### config.mk
export PLATFORM = sky130hd
export DESIGN_NAME = adaptive_packet_pacer
export DESIGN_NICKNAME = d
export VERILOG_FILES = /design/src/rtl/app_pkg.sv /design/src/rtl/app_divider.sv /design/src/rtl/adaptive_packet_pacer.sv
export SDC_FILE = /design/constraint.sdc
export NUM_CORES = 2
export LEC_CHECK = 0
export BUFFER_PORTS_ARGS = -buffer_cell sky130_fd_sc_hd__buf_4
export CAP_MARGIN = 10
export CORE_UTILIZATION = 60
export DETAILED_ROUTE_END_ITERATION = 16
export MAX_ROUTING_LAYER = met4
export PLACE_DENSITY = 0.8
export RECOVER_POWER = 25
export SYNTH_ARGS = -nofsm -noshare
export SYNTH_HDL_FRONTEND = slang
export SYNTH_SLANG_ARGS = --single-unit
### constraint.sdc
create_clock -name clock -period 8.35 [get_ports clock]
set_input_delay 0.4175 -clock clock [delete_from_list [all_inputs] [get_ports clock]]
set_output_delay 0.4175 -clock clock [all_outputs]
set_load 0.02 [all_outputs]
### src/rtl/app_pkg.sv
// Package for the adaptive packet pacer: widths, register map, constants and microcode.
`timescale 1ns / 1ps

package app_pkg;

   // Field and state widths
   localparam int RATE_WIDTH        = 32;
   localparam int PAUSE_WIDTH       = 54;
   localparam int WINDOW_WIDTH      = 40;
   localparam int TIME_WIDTH        = 64;
   localparam int BYTES_WIDTH       = 64;
   localparam int BATCH_BYTES_WIDTH = 24;
   localparam int COUNT_WIDTH       = 8;
   localparam int ADDR_WIDTH        = 5;
   localparam int DATA_WIDTH        = 64;
   localparam int DIV_CNT_WIDTH     = $clog2(PAUSE_WIDTH);

   // Constants
   localparam logic [PAUSE_WIDTH-1:0]  NS_PER_SEC         = PAUSE_WIDTH'(1000000000);
   localparam logic [RATE_WIDTH-1:0]   INITIAL_RATE_RESET = 32'd25000000;
   localparam logic [RATE_WIDTH-1:0]   MIN_RATE_RESET     = 32'd1000000;
   localparam logic [COUNT_WIDTH-1:0]  BATCH_LIMIT_RESET  = 8'd32;
   localparam logic [WINDOW_WIDTH-1:0] WINDOW_RESET       = 40'd1000000000;
   localparam logic [BYTES_WIDTH-1:0]  HALF_RATE_MAX      = 64'h0000_0000_7fff_ffff;

   // Register indexes (byte address 8*i)
   localparam logic [1:0] REG_INITIAL_RATE = 2'd0;
   localparam logic [1:0] REG_MIN_RATE     = 2'd1;
   localparam logic [1:0] REG_BATCH_LIMIT  = 2'd2;
   localparam logic [1:0] REG_WINDOW       = 2'd3;

   // Sequencer steps
   typedef logic [2:0] step_type;
   localparam step_type STEP_WAIT   = 3'd0;
   localparam step_type STEP_ACCUM  = 3'd1;
   localparam step_type STEP_WINDOW = 3'd2;
   localparam step_type STEP_BATCH  = 3'd3;
   localparam step_type STEP_DIVIDE = 3'd4;
   localparam step_type STEP_FINISH = 3'd5;

   // Jump conditions
   typedef enum logic [2:0] {
      COND_NEVER,
      COND_NO_REQ,
      COND_FAILED,
      COND_NO_PAUSE,
      COND_DIV_BUSY,
      COND_OUT_BUSY
   } cond_type;

   // One control word: jump target when cond holds, else fall through to next
   typedef struct packed {
      cond_type cond;
      step_type jump;
      step_type next;
      logic     load;
      logic     accum;
      logic     window;
      logic     batch;
      logic     finish;
   } ctl_word_type;

   // Microcode program
   function automatic ctl_word_type ucode_rom(input step_type step);
      ctl_word_type w;
      w = '{cond: COND_NEVER, jump: STEP_WAIT, next: STEP_WAIT,
            load: 1'b0, accum: 1'b0, window: 1'b0, batch: 1'b0, finish: 1'b0};
      case (step)
         STEP_WAIT: begin
            w.cond = COND_NO_REQ;   w.jump = STEP_WAIT;   w.next = STEP_ACCUM;
            w.load = 1'b1;
         end
         STEP_ACCUM: begin
            w.cond = COND_FAILED;   w.jump = STEP_FINISH; w.next = STEP_WINDOW;
            w.accum = 1'b1;
         end
         STEP_WINDOW: begin
            w.cond = COND_NEVER;    w.jump = STEP_WINDOW; w.next = STEP_BATCH;
            w.window = 1'b1;
         end
         STEP_BATCH: begin
            w.cond = COND_NO_PAUSE; w.jump = STEP_FINISH; w.next = STEP_DIVIDE;
            w.batch = 1'b1;
         end
         STEP_DIVIDE: begin
            w.cond = COND_DIV_BUSY; w.jump = STEP_DIVIDE; w.next = STEP_FINISH;
         end
         STEP_FINISH: begin
            w.cond = COND_OUT_BUSY; w.jump = STEP_FINISH; w.next = STEP_WAIT;
            w.finish = 1'b1;
         end
         default: begin
            w.cond = COND_NEVER;    w.next = STEP_WAIT;
         end
      endcase
      return w;
   endfunction

endpackage

### src/rtl/app_divider.sv
// Restoring divider, one quotient bit per cycle, for the pause computation.
`timescale 1ns / 1ps

module app_divider
   import app_pkg::*;
(
   input  logic                   clock,
   input  logic                   reset,
   input  logic                   start,
   input  logic [PAUSE_WIDTH-1:0] numerator,
   input  logic [RATE_WIDTH-1:0]  divisor,
   output logic                   busy,
   output logic [PAUSE_WIDTH-1:0] quotient
);

   logic                     busy_ff, busy_in;
   logic [DIV_CNT_WIDTH-1:0] cnt_ff, cnt_in;
   logic [PAUSE_WIDTH-1:0]   quo_ff, quo_in;
   logic [RATE_WIDTH-1:0]    rem_ff, rem_in;
   logic [RATE_WIDTH-1:0]    div_ff, div_in;
   logic [RATE_WIDTH:0]      rem_shift;
   logic [RATE_WIDTH:0]      rem_diff;
   logic                     fits;

   // One shift-and-subtract step; numerator bits leave quo_ff as quotient bits enter
   always_comb begin
      rem_shift = {rem_ff, quo_ff[PAUSE_WIDTH-1]};
      rem_diff  = rem_shift - {1'b0, div_ff};
      fits      = (rem_shift >= {1'b0, div_ff});
      busy_in   = busy_ff;
      cnt_in    = cnt_ff;
      quo_in    = quo_ff;
      rem_in    = rem_ff;
      div_in    = div_ff;
      if (start) begin
         busy_in = 1'b1;
         cnt_in  = DIV_CNT_WIDTH'(PAUSE_WIDTH - 1);
         quo_in  = numerator;
         rem_in  = '0;
         div_in  = divisor;
      end else if (busy_ff) begin
         quo_in = {quo_ff[PAUSE_WIDTH-2:0], fits};
         rem_in = fits ? rem_diff[RATE_WIDTH-1:0] : rem_shift[RATE_WIDTH-1:0];
         if (cnt_ff == '0) begin
            busy_in = 1'b0;
         end else begin
            cnt_in = cnt_ff - 1'b1;
         end
      end
   end

   always_ff @(posedge clock) begin
      if (reset) begin
         busy_ff <= 1'b0;
         cnt_ff  <= '0;
      end else begin
         busy_ff <= busy_in;
         cnt_ff  <= cnt_in;
      end
      quo_ff <= quo_in;
      rem_ff <= rem_in;
      div_ff <= div_in;
   end

   assign busy     = busy_ff;
   assign quotient = quo_ff;

endmodule

### src/rtl/adaptive_packet_pacer.sv
// Top level of the adaptive packet pacer: microcoded sequencer, datapath and CSR port.
`timescale 1ns / 1ps

// Adaptive packet pacer.
// req_ channel: one beat per sent datagram (length, send_ok, timestamp in ns).
// rsp_ channel: one beat per request with send_failed, rate_changed, the current
// pacing rate and, at the end of a batch, pause_due with the pause in ns.
// csr port (APB style, 64-bit data, registers at byte address 8*i): initial_rate,
// min_rate, batch_limit, window_length; writing initial_rate also loads the rate.
// A request is taken only while the sequencer sits in its wait step (req_stall low).
// A request runs through the wait, accumulate, window, batch and finish steps; a failed
// send jumps from accumulate to finish, and at a batch end the divide step waits on the
// bit-serial divider for batch_bytes*1e9/rate; no request is taken until finish is left.
// The response sits in an output register, so the next request is taken while
// the previous response waits; if rsp_stall still holds when the next response
// is done, the sequencer waits in its finish step and req_stall stays high.
// Synchronous reset loads the register defaults, the initial rate, closes the
// window, clears the batch counters and drops rsp_valid.

module adaptive_packet_pacer
   import app_pkg::*;
#(
   parameter int LENGTH_WIDTH = 16
)
(
   input  logic                    clock,
   input  logic                    reset,
   // request channel
   input  logic                    req_valid,
   output logic                    req_stall,
   input  logic [LENGTH_WIDTH-1:0] req_datagram_length,
   input  logic                    req_send_ok,
   input  logic [TIME_WIDTH-1:0]   req_time_ns,
   // response channel
   output logic                    rsp_valid,
   input  logic                    rsp_stall,
   output logic                    rsp_send_failed,
   output logic                    rsp_rate_changed,
   output logic [RATE_WIDTH-1:0]   rsp_pacing_rate,
   output logic                    rsp_pause_due,
   output logic [PAUSE_WIDTH-1:0]  rsp_pause_ns,
   // configuration port
   input  logic                    psel,
   input  logic                    penable,
   input  logic                    pwrite,
   input  logic [ADDR_WIDTH-1:0]   paddr,
   input  logic [DATA_WIDTH-1:0]   pwdata,
   output logic [DATA_WIDTH-1:0]   prdata,
   output logic                    pready
);

   // Configuration registers
   logic [RATE_WIDTH-1:0]   initial_rate_ff, initial_rate_in;
   logic [RATE_WIDTH-1:0]   min_rate_ff, min_rate_in;
   logic [COUNT_WIDTH-1:0]  batch_limit_ff, batch_limit_in;
   logic [WINDOW_WIDTH-1:0] window_length_ff, window_length_in;

   // Pacer state
   logic                         window_open_ff, window_open_in;
   logic [TIME_WIDTH-1:0]        window_start_ff, window_start_in;
   logic [BYTES_WIDTH-1:0]       window_bytes_ff, window_bytes_in;
   logic [RATE_WIDTH-1:0]        current_rate_ff, current_rate_in;
   logic [BATCH_BYTES_WIDTH-1:0] batch_bytes_ff, batch_bytes_in;
   logic [COUNT_WIDTH-1:0]       batch_count_ff, batch_count_in;

   // Latched request and per-item flags
   logic [LENGTH_WIDTH-1:0] len_ff, len_in;
   logic                    ok_ff, ok_in;
   logic [TIME_WIDTH-1:0]   now_ff, now_in;
   logic                    changed_ff, changed_in;
   logic                    pause_ff, pause_in;

   // Sequencer and response registers
   step_type               step_ff, step_in;
   logic                   rsp_valid_ff, rsp_valid_in;
   logic                   rsp_failed_ff, rsp_failed_in;
   logic                   rsp_changed_ff, rsp_changed_in;
   logic [RATE_WIDTH-1:0]  rsp_rate_ff, rsp_rate_in;
   logic                   rsp_pause_ff, rsp_pause_in;
   logic [PAUSE_WIDTH-1:0] rsp_pause_ns_ff, rsp_pause_ns_in;

   ctl_word_type           ctl;
   logic                   cond_hit;
   logic                   csr_write;
   logic                   out_busy;
   logic                   window_hit;
   logic                   pause_hit;
   logic                   div_start;
   logic                   div_busy;
   logic [PAUSE_WIDTH-1:0] div_quotient;
   logic [PAUSE_WIDTH-1:0] pause_product;
   logic [BYTES_WIDTH:0]   window_sum;
   logic [BATCH_BYTES_WIDTH:0] batch_sum;
   logic [TIME_WIDTH-1:0]  elapsed;

   // Doubled window bytes, saturated to 32 bits and floored at min_rate
   function automatic logic [RATE_WIDTH-1:0] retarget(input logic [BYTES_WIDTH-1:0] bytes,
                                                       input logic [RATE_WIDTH-1:0] floor_rate);
      logic [RATE_WIDTH-1:0] doubled;
      if (bytes > HALF_RATE_MAX) begin
         doubled = '1;
      end else begin
         doubled = {bytes[RATE_WIDTH-2:0], 1'b0};
      end
      if (doubled < floor_rate) begin
         doubled = floor_rate;
      end
      return doubled;
   endfunction

   // Control word fetch and jump condition
   assign ctl      = ucode_rom(step_ff);
   assign out_busy = rsp_valid_ff && rsp_stall;

   always_comb begin
      case (ctl.cond)
         COND_NEVER:    cond_hit = 1'b0;
         COND_NO_REQ:   cond_hit = !req_valid;
         COND_FAILED:   cond_hit = !ok_ff;
         COND_NO_PAUSE: cond_hit = !pause_hit;
         COND_DIV_BUSY: cond_hit = div_busy;
         COND_OUT_BUSY: cond_hit = out_busy;
         default:       cond_hit = 1'b0;
      endcase
      step_in = cond_hit ? ctl.jump : ctl.next;
   end

   // Datapath terms
   assign csr_write     = psel && penable && pwrite;
   assign window_sum    = {1'b0, window_bytes_ff} + (BYTES_WIDTH + 1)'(len_ff);
   assign batch_sum     = {1'b0, batch_bytes_ff} + (BATCH_BYTES_WIDTH + 1)'(len_ff);
   assign elapsed       = now_ff - window_start_ff;
   assign window_hit    = (elapsed >= TIME_WIDTH'(window_length_ff));
   assign pause_hit     = (batch_count_ff >= batch_limit_ff) && (current_rate_ff != '0);
   assign div_start     = ctl.batch && pause_hit;
   assign pause_product = PAUSE_WIDTH'(batch_bytes_ff) * NS_PER_SEC;

   // Next-state logic driven by the control word
   always_comb begin
      initial_rate_in  = initial_rate_ff;
      min_rate_in      = min_rate_ff;
      batch_limit_in   = batch_limit_ff;
      window_length_in = window_length_ff;
      window_open_in   = window_open_ff;
      window_start_in  = window_start_ff;
      window_bytes_in  = window_bytes_ff;
      current_rate_in  = current_rate_ff;
      batch_bytes_in   = batch_bytes_ff;
      batch_count_in   = batch_count_ff;
      len_in           = len_ff;
      ok_in            = ok_ff;
      now_in           = now_ff;
      changed_in       = changed_ff;
      pause_in         = pause_ff;
      rsp_valid_in     = rsp_valid_ff;
      rsp_failed_in    = rsp_failed_ff;
      rsp_changed_in   = rsp_changed_ff;
      rsp_rate_in      = rsp_rate_ff;
      rsp_pause_in     = rsp_pause_ff;
      rsp_pause_ns_in  = rsp_pause_ns_ff;

      // register writes; the user must make them only while idle, the block does not enforce it
      if (csr_write) begin
         case (paddr[4:3])
            REG_INITIAL_RATE: begin
               initial_rate_in = pwdata[RATE_WIDTH-1:0];
               current_rate_in = pwdata[RATE_WIDTH-1:0];
            end
            REG_MIN_RATE:    min_rate_in      = pwdata[RATE_WIDTH-1:0];
            REG_BATCH_LIMIT: batch_limit_in   = pwdata[COUNT_WIDTH-1:0];
            REG_WINDOW:      window_length_in = pwdata[WINDOW_WIDTH-1:0];
            default:         min_rate_in      = min_rate_ff;
         endcase
      end

      // capture the request beat
      if (ctl.load && req_valid) begin
         len_in     = req_datagram_length;
         ok_in      = req_send_ok;
         now_in     = req_time_ns;
         changed_in = 1'b0;
         pause_in   = 1'b0;
      end

      // open window, saturating byte and datagram counts
      if (ctl.accum && ok_ff) begin
         if (!window_open_ff) begin
            window_open_in  = 1'b1;
            window_start_in = now_ff;
         end
         window_bytes_in = window_sum[BYTES_WIDTH] ? '1 : window_sum[BYTES_WIDTH-1:0];
         batch_bytes_in  = batch_sum[BATCH_BYTES_WIDTH] ? '1
                                                        : batch_sum[BATCH_BYTES_WIDTH-1:0];
         if (batch_count_ff != '1) begin
            batch_count_in = batch_count_ff + 1'b1;
         end
      end

      // window close and rate retarget
      if (ctl.window && window_hit) begin
         current_rate_in = retarget(window_bytes_ff, min_rate_ff);
         window_bytes_in = '0;
         window_start_in = now_ff;
         changed_in      = 1'b1;
      end

      // batch end: product goes to the divider, batch clears
      if (div_start) begin
         pause_in       = 1'b1;
         batch_bytes_in = '0;
         batch_count_in = '0;
      end

      // response register
      if (rsp_valid_ff && !rsp_stall) begin
         rsp_valid_in = 1'b0;
      end
      if (ctl.finish && !out_busy) begin
         rsp_valid_in    = 1'b1;
         rsp_failed_in   = !ok_ff;
         rsp_changed_in  = changed_ff;
         rsp_rate_in     = current_rate_ff;
         rsp_pause_in    = pause_ff;
         rsp_pause_ns_in = pause_ff ? div_quotient : '0;
      end
   end

   always_ff @(posedge clock) begin
      if (reset) begin
         step_ff          <= STEP_WAIT;
         rsp_valid_ff     <= 1'b0;
         initial_rate_ff  <= INITIAL_RATE_RESET;
         min_rate_ff      <= MIN_RATE_RESET;
         batch_limit_ff   <= BATCH_LIMIT_RESET;
         window_length_ff <= WINDOW_RESET;
         window_open_ff   <= 1'b0;
         window_start_ff  <= '0;
         window_bytes_ff  <= '0;
         current_rate_ff  <= INITIAL_RATE_RESET;
         batch_bytes_ff   <= '0;
         batch_count_ff   <= '0;
      end else begin
         step_ff          <= step_in;
         rsp_valid_ff     <= rsp_valid_in;
         initial_rate_ff  <= initial_rate_in;
         min_rate_ff      <= min_rate_in;
         batch_limit_ff   <= batch_limit_in;
         window_length_ff <= window_length_in;
         window_open_ff   <= window_open_in;
         window_start_ff  <= window_start_in;
         window_bytes_ff  <= window_bytes_in;
         current_rate_ff  <= current_rate_in;
         batch_bytes_ff   <= batch_bytes_in;
         batch_count_ff   <= batch_count_in;
      end
      len_ff          <= len_in;
      ok_ff           <= ok_in;
      now_ff          <= now_in;
      changed_ff      <= changed_in;
      pause_ff        <= pause_in;
      rsp_failed_ff   <= rsp_failed_in;
      rsp_changed_ff  <= rsp_changed_in;
      rsp_rate_ff     <= rsp_rate_in;
      rsp_pause_ff    <= rsp_pause_in;
      rsp_pause_ns_ff <= rsp_pause_ns_in;
   end

   // Pause divider
   app_divider u_divider (
      .clock     (clock),
      .reset     (reset),
      .start     (div_start),
      .numerator (pause_product),
      .divisor   (current_rate_ff),
      .busy      (div_busy),
      .quotient  (div_quotient)
   );

   // CSR readback
   always_comb begin
      case (paddr[4:3])
         REG_INITIAL_RATE: prdata = DATA_WIDTH'(initial_rate_ff);
         REG_MIN_RATE:     prdata = DATA_WIDTH'(min_rate_ff);
         REG_BATCH_LIMIT:  prdata = DATA_WIDTH'(batch_limit_ff);
         REG_WINDOW:       prdata = DATA_WIDTH'(window_length_ff);
         default:          prdata = '0;
      endcase
   end

   // Ports
   assign pready           = 1'b1;
   assign req_stall        = (step_ff != STEP_WAIT);
   assign rsp_valid        = rsp_valid_ff;
   assign rsp_send_failed  = rsp_failed_ff;
   assign rsp_rate_changed = rsp_changed_ff;
   assign rsp_pacing_rate  = rsp_rate_ff;
   assign rsp_pause_due    = rsp_pause_ff;
   assign rsp_pause_ns     = rsp_pause_ns_ff;

`ifndef SYNTHESIS
   // an accepted beat moves the sequencer straight to accumulation
   a_accept_step: assert property (@(posedge clock) disable iff (reset)
      (req_valid && !req_stall) |=> (step_ff == STEP_ACCUM))
      else $error("accepted request did not enter accumulation");

   // the divider only runs while the sequencer waits on it
   a_div_step: assert property (@(posedge clock) disable iff (reset)
      div_busy |-> (step_ff == STEP_DIVIDE))
      else $error("divider busy outside divide step");

   // a failed send reports neither a rate change nor a pause
   a_failed_quiet: assert property (@(posedge clock) disable iff (reset)
      (rsp_valid && rsp_send_failed) |-> (!rsp_rate_changed && !rsp_pause_due))
      else $error("failed send reported a rate change or pause");

   // pause length is zero unless a pause is due
   a_pause_zero: assert property (@(posedge clock) disable iff (reset)
      (rsp_valid && !rsp_pause_due) |-> (rsp_pause_ns == '0))
      else $error("pause length without pause_due");

   // a closed window restarts with no bytes
   a_window_clear: assert property (@(posedge clock) disable iff (reset)
      (ctl.window && window_hit) |=> (window_bytes_ff == '0))
      else $error("window bytes not cleared on retarget");
`endif

endmodule

==> results.toml <==
[timing]
fin_crit_sh_pct = 90.1
relSlewSlack_pct = -202
hold_slack_ns = 0.0399
worst_slew_pin_slew_ns = 4.53
final-hold-violation-count = 0
clock_skew_ns = 0.0347
fmax_mhz = 133
setup_ws_ns = 0.826
setup_violations = 0
period_needed_ns = 7.52
tns_ns = 0
rsz0062_at_grt = "no"
slew_viol_final = 137

[critical_path]
cp_cell_sequence = "inv_1 > fa_1 > fa_1 > inv_1 > fa_1 > fa_1 > fa_1 > fa_1 > inv_1 > fa_1 > inv_1 > ha_1 > nand4_1 > nor3_1 > o31ai_1 > o311ai_0 > o2111a_1 > nand3_1 > a41o_1 > xnor2_1 > a22o_1"
slowest_stage = "dfxtp_1"
critical_path_peak_fanout = 10
cp_top_family = "adder cells"
crit_buf_inv = 4
cp.arrival_ns = 7.90
worst_path_most_repeated_cell = "fa_1"
worstSetupPathType = "flip-flop to flip-flop"
critPathRequiredTime_ns = 8.73
endpoint_kind = "flip-flop"
crit_path_max_incr_delay_ns = 0.64
startpoint_type = "flip-flop"

[clock_tree]
cts_tree = "done"
cts_buffers = 67
clockRootBuffer = "clkbuf_16"
clk_pin_slew_ns = 0.07
clockBufferDepth = 3
worstSkewPairLatency_ns = 0.64
ctsHtreeMaxLevel = 3
clock_sinks = 606
postCtsSetupBuffers = 0

[pwr]
vdd_drop_max_mv = 0.229
p_per_area_nw_per_um2 = 219
p_leak_nw = 20.8
total_power_mw = 10.6

[global_route]
antenna_found_initial = 4
grt-ovfl-total = 0
grt_start_max_net_pins = 100
grt_pass1_vias = 33531
grt_pass1_wl_um = 185000
grt_usage_pct = 33.3

[logic_synthesis]
syn-mean-instance-area_um2 = 9.35
netlist_area_um2 = 43000
yosys-top-cells-area = "edfxtp_1 (17%), dfxtp_1 (17%), ha_1 (13%)"
yosys_warnings = 0
ys_seq_elements = 606
synth_cell_type_count = 90
synth_edf_count = 247
synth_cells = 4596
ys_seq_area_share_pct = 34.0
yosys.area.top_type = "edfxtp_1"
synth_ff_type = "dfxtp_1"
synthArstFlopShare_pct = 0
yosys.area.top_type_share_pct = 17.3

[run_status]
failed_checks = "max-capacitance violations, max-slew violations"
status = "finished with violations"

[layout]
final_nets = 5656
final_common_cell = "inv_1"
final_cells = 5830
drive_above_1_share_pct = 9.39
area_delta_synth_final_pct = 12.6
final_cell_mix = "inv_1 (562), ha_1 (435), nand2_1 (433)"

[placement]
placed_cells = 5628
hpwl_um = 90400
port_buffers = 260
place_congestion = 1.00
dp_slack_ns = 0.878

[detailed_routing]
drt_pass1_iterations = 7
drc = 0
drt-wirelength-per-cell_um = 20.4
postRouteAntennaNets = 0
wl_um = 119000
vias = 34695
drt_iter0_drc = 3212
viasPerCell = 5.95

[die]
coreArea_um2 = 70400
start_util_pct = 61.0
pin_count = 313
die_x_um = 270
die_h_um = 270
fp-row-count = 97
dieArea_um2 = 72700

[job]
maxCapViolCount = 2

[hold_path]
hold_path_class = "input pin to flip-flop"
logic make-up after synthesis:
group | after synthesis | share of synthesized area, %
buffers and inverters | 783 | 7.31
DFF | 606 | 34.0
and+or+nand+nor | 1180 | 12.9
other | 2 | 0.0175
muxes | 145 | 3.65
xor gates and xnor gates | 194 | 3.96
adders and majority gates | 661 | 23.2
AOI/OAI and AO/OA | 1025 | 15.0
worst reg2reg max path, cell delays in order, from the launching register on:
cell and delay [ns]:
dfxtp_1 0.64, inv_1 0.29, fa_1 0.55, fa_1 0.51
inv_1 0.05, fa_1 0.51, fa_1 0.52, fa_1 0.53
fa_1 0.55, inv_1 0.05, fa_1 0.49, inv_1 0.04
ha_1 0.35, nand4_1 0.15, nor3_1 0.33, o31ai_1 0.21
o311ai_0 0.45, o2111a_1 0.31, nand3_1 0.15, a41o_1 0.28
xnor2_1 0.14, a22o_1 0.18
cell type report:
| cell class | instances | area (um^2) |
|---|---|---|
| Inverter | 564 | 2120 |
| Tap cell | 940 | 1180 |
| Multi-Input combinational cell | 3230 | 25400 |
| Antenna cell | 1 | 2.50 |
| Sequential cell | 606 | 14600 |
| Clock inverter | 31 | 397 |
| Timing Repair Buffer | 369 | 2890 |
| Clock buffer | 89 | 1830 |
| Fill cell | 5381 | 22000 |
final timing paths:
kind	to	from	slack [ns]	cells past startpoint
setup / recovery	u_divider.quotient[52]	batch_bytes_ff[1]	0.83	21
setup reg to reg	u_divider.quotient[52]	batch_bytes_ff[1]	0.83	21
hold / removal	window_length_ff[34]	pwdata[34]	0.04	3
hold reg to reg	initial_rate_ff[27]	initial_rate_ff[27]	0.45	2
Yosys cell counts (all sizes together), types with 7 or more instances:
library cell and n:
inv 564, ha 435, nand2 434, a21oi 396, dfxtp 359, nor2 259, edfxtp 247, fa 226
o21ai 214, clkbuf 158, mux2i 125, xnor2 109, nand3 99, xor2 85, a21o 83, and2 71
nand4 70, buf 61, nor3 52, nand2b 48, o22ai 44, nor4 39, o211ai 37, and3 32
o21a 32, o31ai 29, o21bai 27, a31oi 21, nor2b 19, o221a 17, a211oi 15, a41oi 15
or2 14, a21boi 12, and4 12, mux2 12, or3 12, a211o 9, mux4 8, o2111ai 7
what timing repair did:
item | CTS | global route
hold endpoints to repair | 80 | 0
resized for setup | 0 | 0
hold buffers | 80 | 0
layer usage:
| layer | global-route usage, % | routed length (um) | vias to the layer above |
|---|---|---|---|
| li1 | - | - | 16355 |
| met1 | 46.1 | 53000 | 16678 |
| met3 | 4.76 | 9350 | 210 |
| met5 | - | 0 | - |
| met2 | 50.0 | 52300 | 1452 |
| met4 | 11.5 | 4150 | 0 |
through the flow:
stage	instance area [um^2]	util [%]
after CTS	48500	68.8
after global routing	48400	68.7
final	48400	68.7
after floorplan	43000	-
after global placement	45400	64.5
after detailed placement	45400	64.5
report_power, final:
group	internal (mW)	leakage (nW)	switching (mW)
sequential	3.23	5.21	0.134
clock	1.75	1.09	1.30
combinational	1.65	14.5	2.52
flip-flops by register name, indices dropped and copies added (netlist names), 3 cells and up:
register            count
current_rate_ff        32
u_divider.rem_ff       32
now_ff                 64
window_bytes_ff        64
batch_limit_ff          8
window_length_ff       40
min_rate_ff            32
batch_bytes_ff         24
u_divider.div_ff       32
u_divider.quotient     54
step_ff                 3
len_ff                 16
rsp_pause_ns           54
batch_count_ff          8
u_divider.cnt_ff        6
window_start_ff        64
initial_rate_ff        32
rsp_pacing_rate        32
No activity file was read; power rests on OpenSTA's default activity.
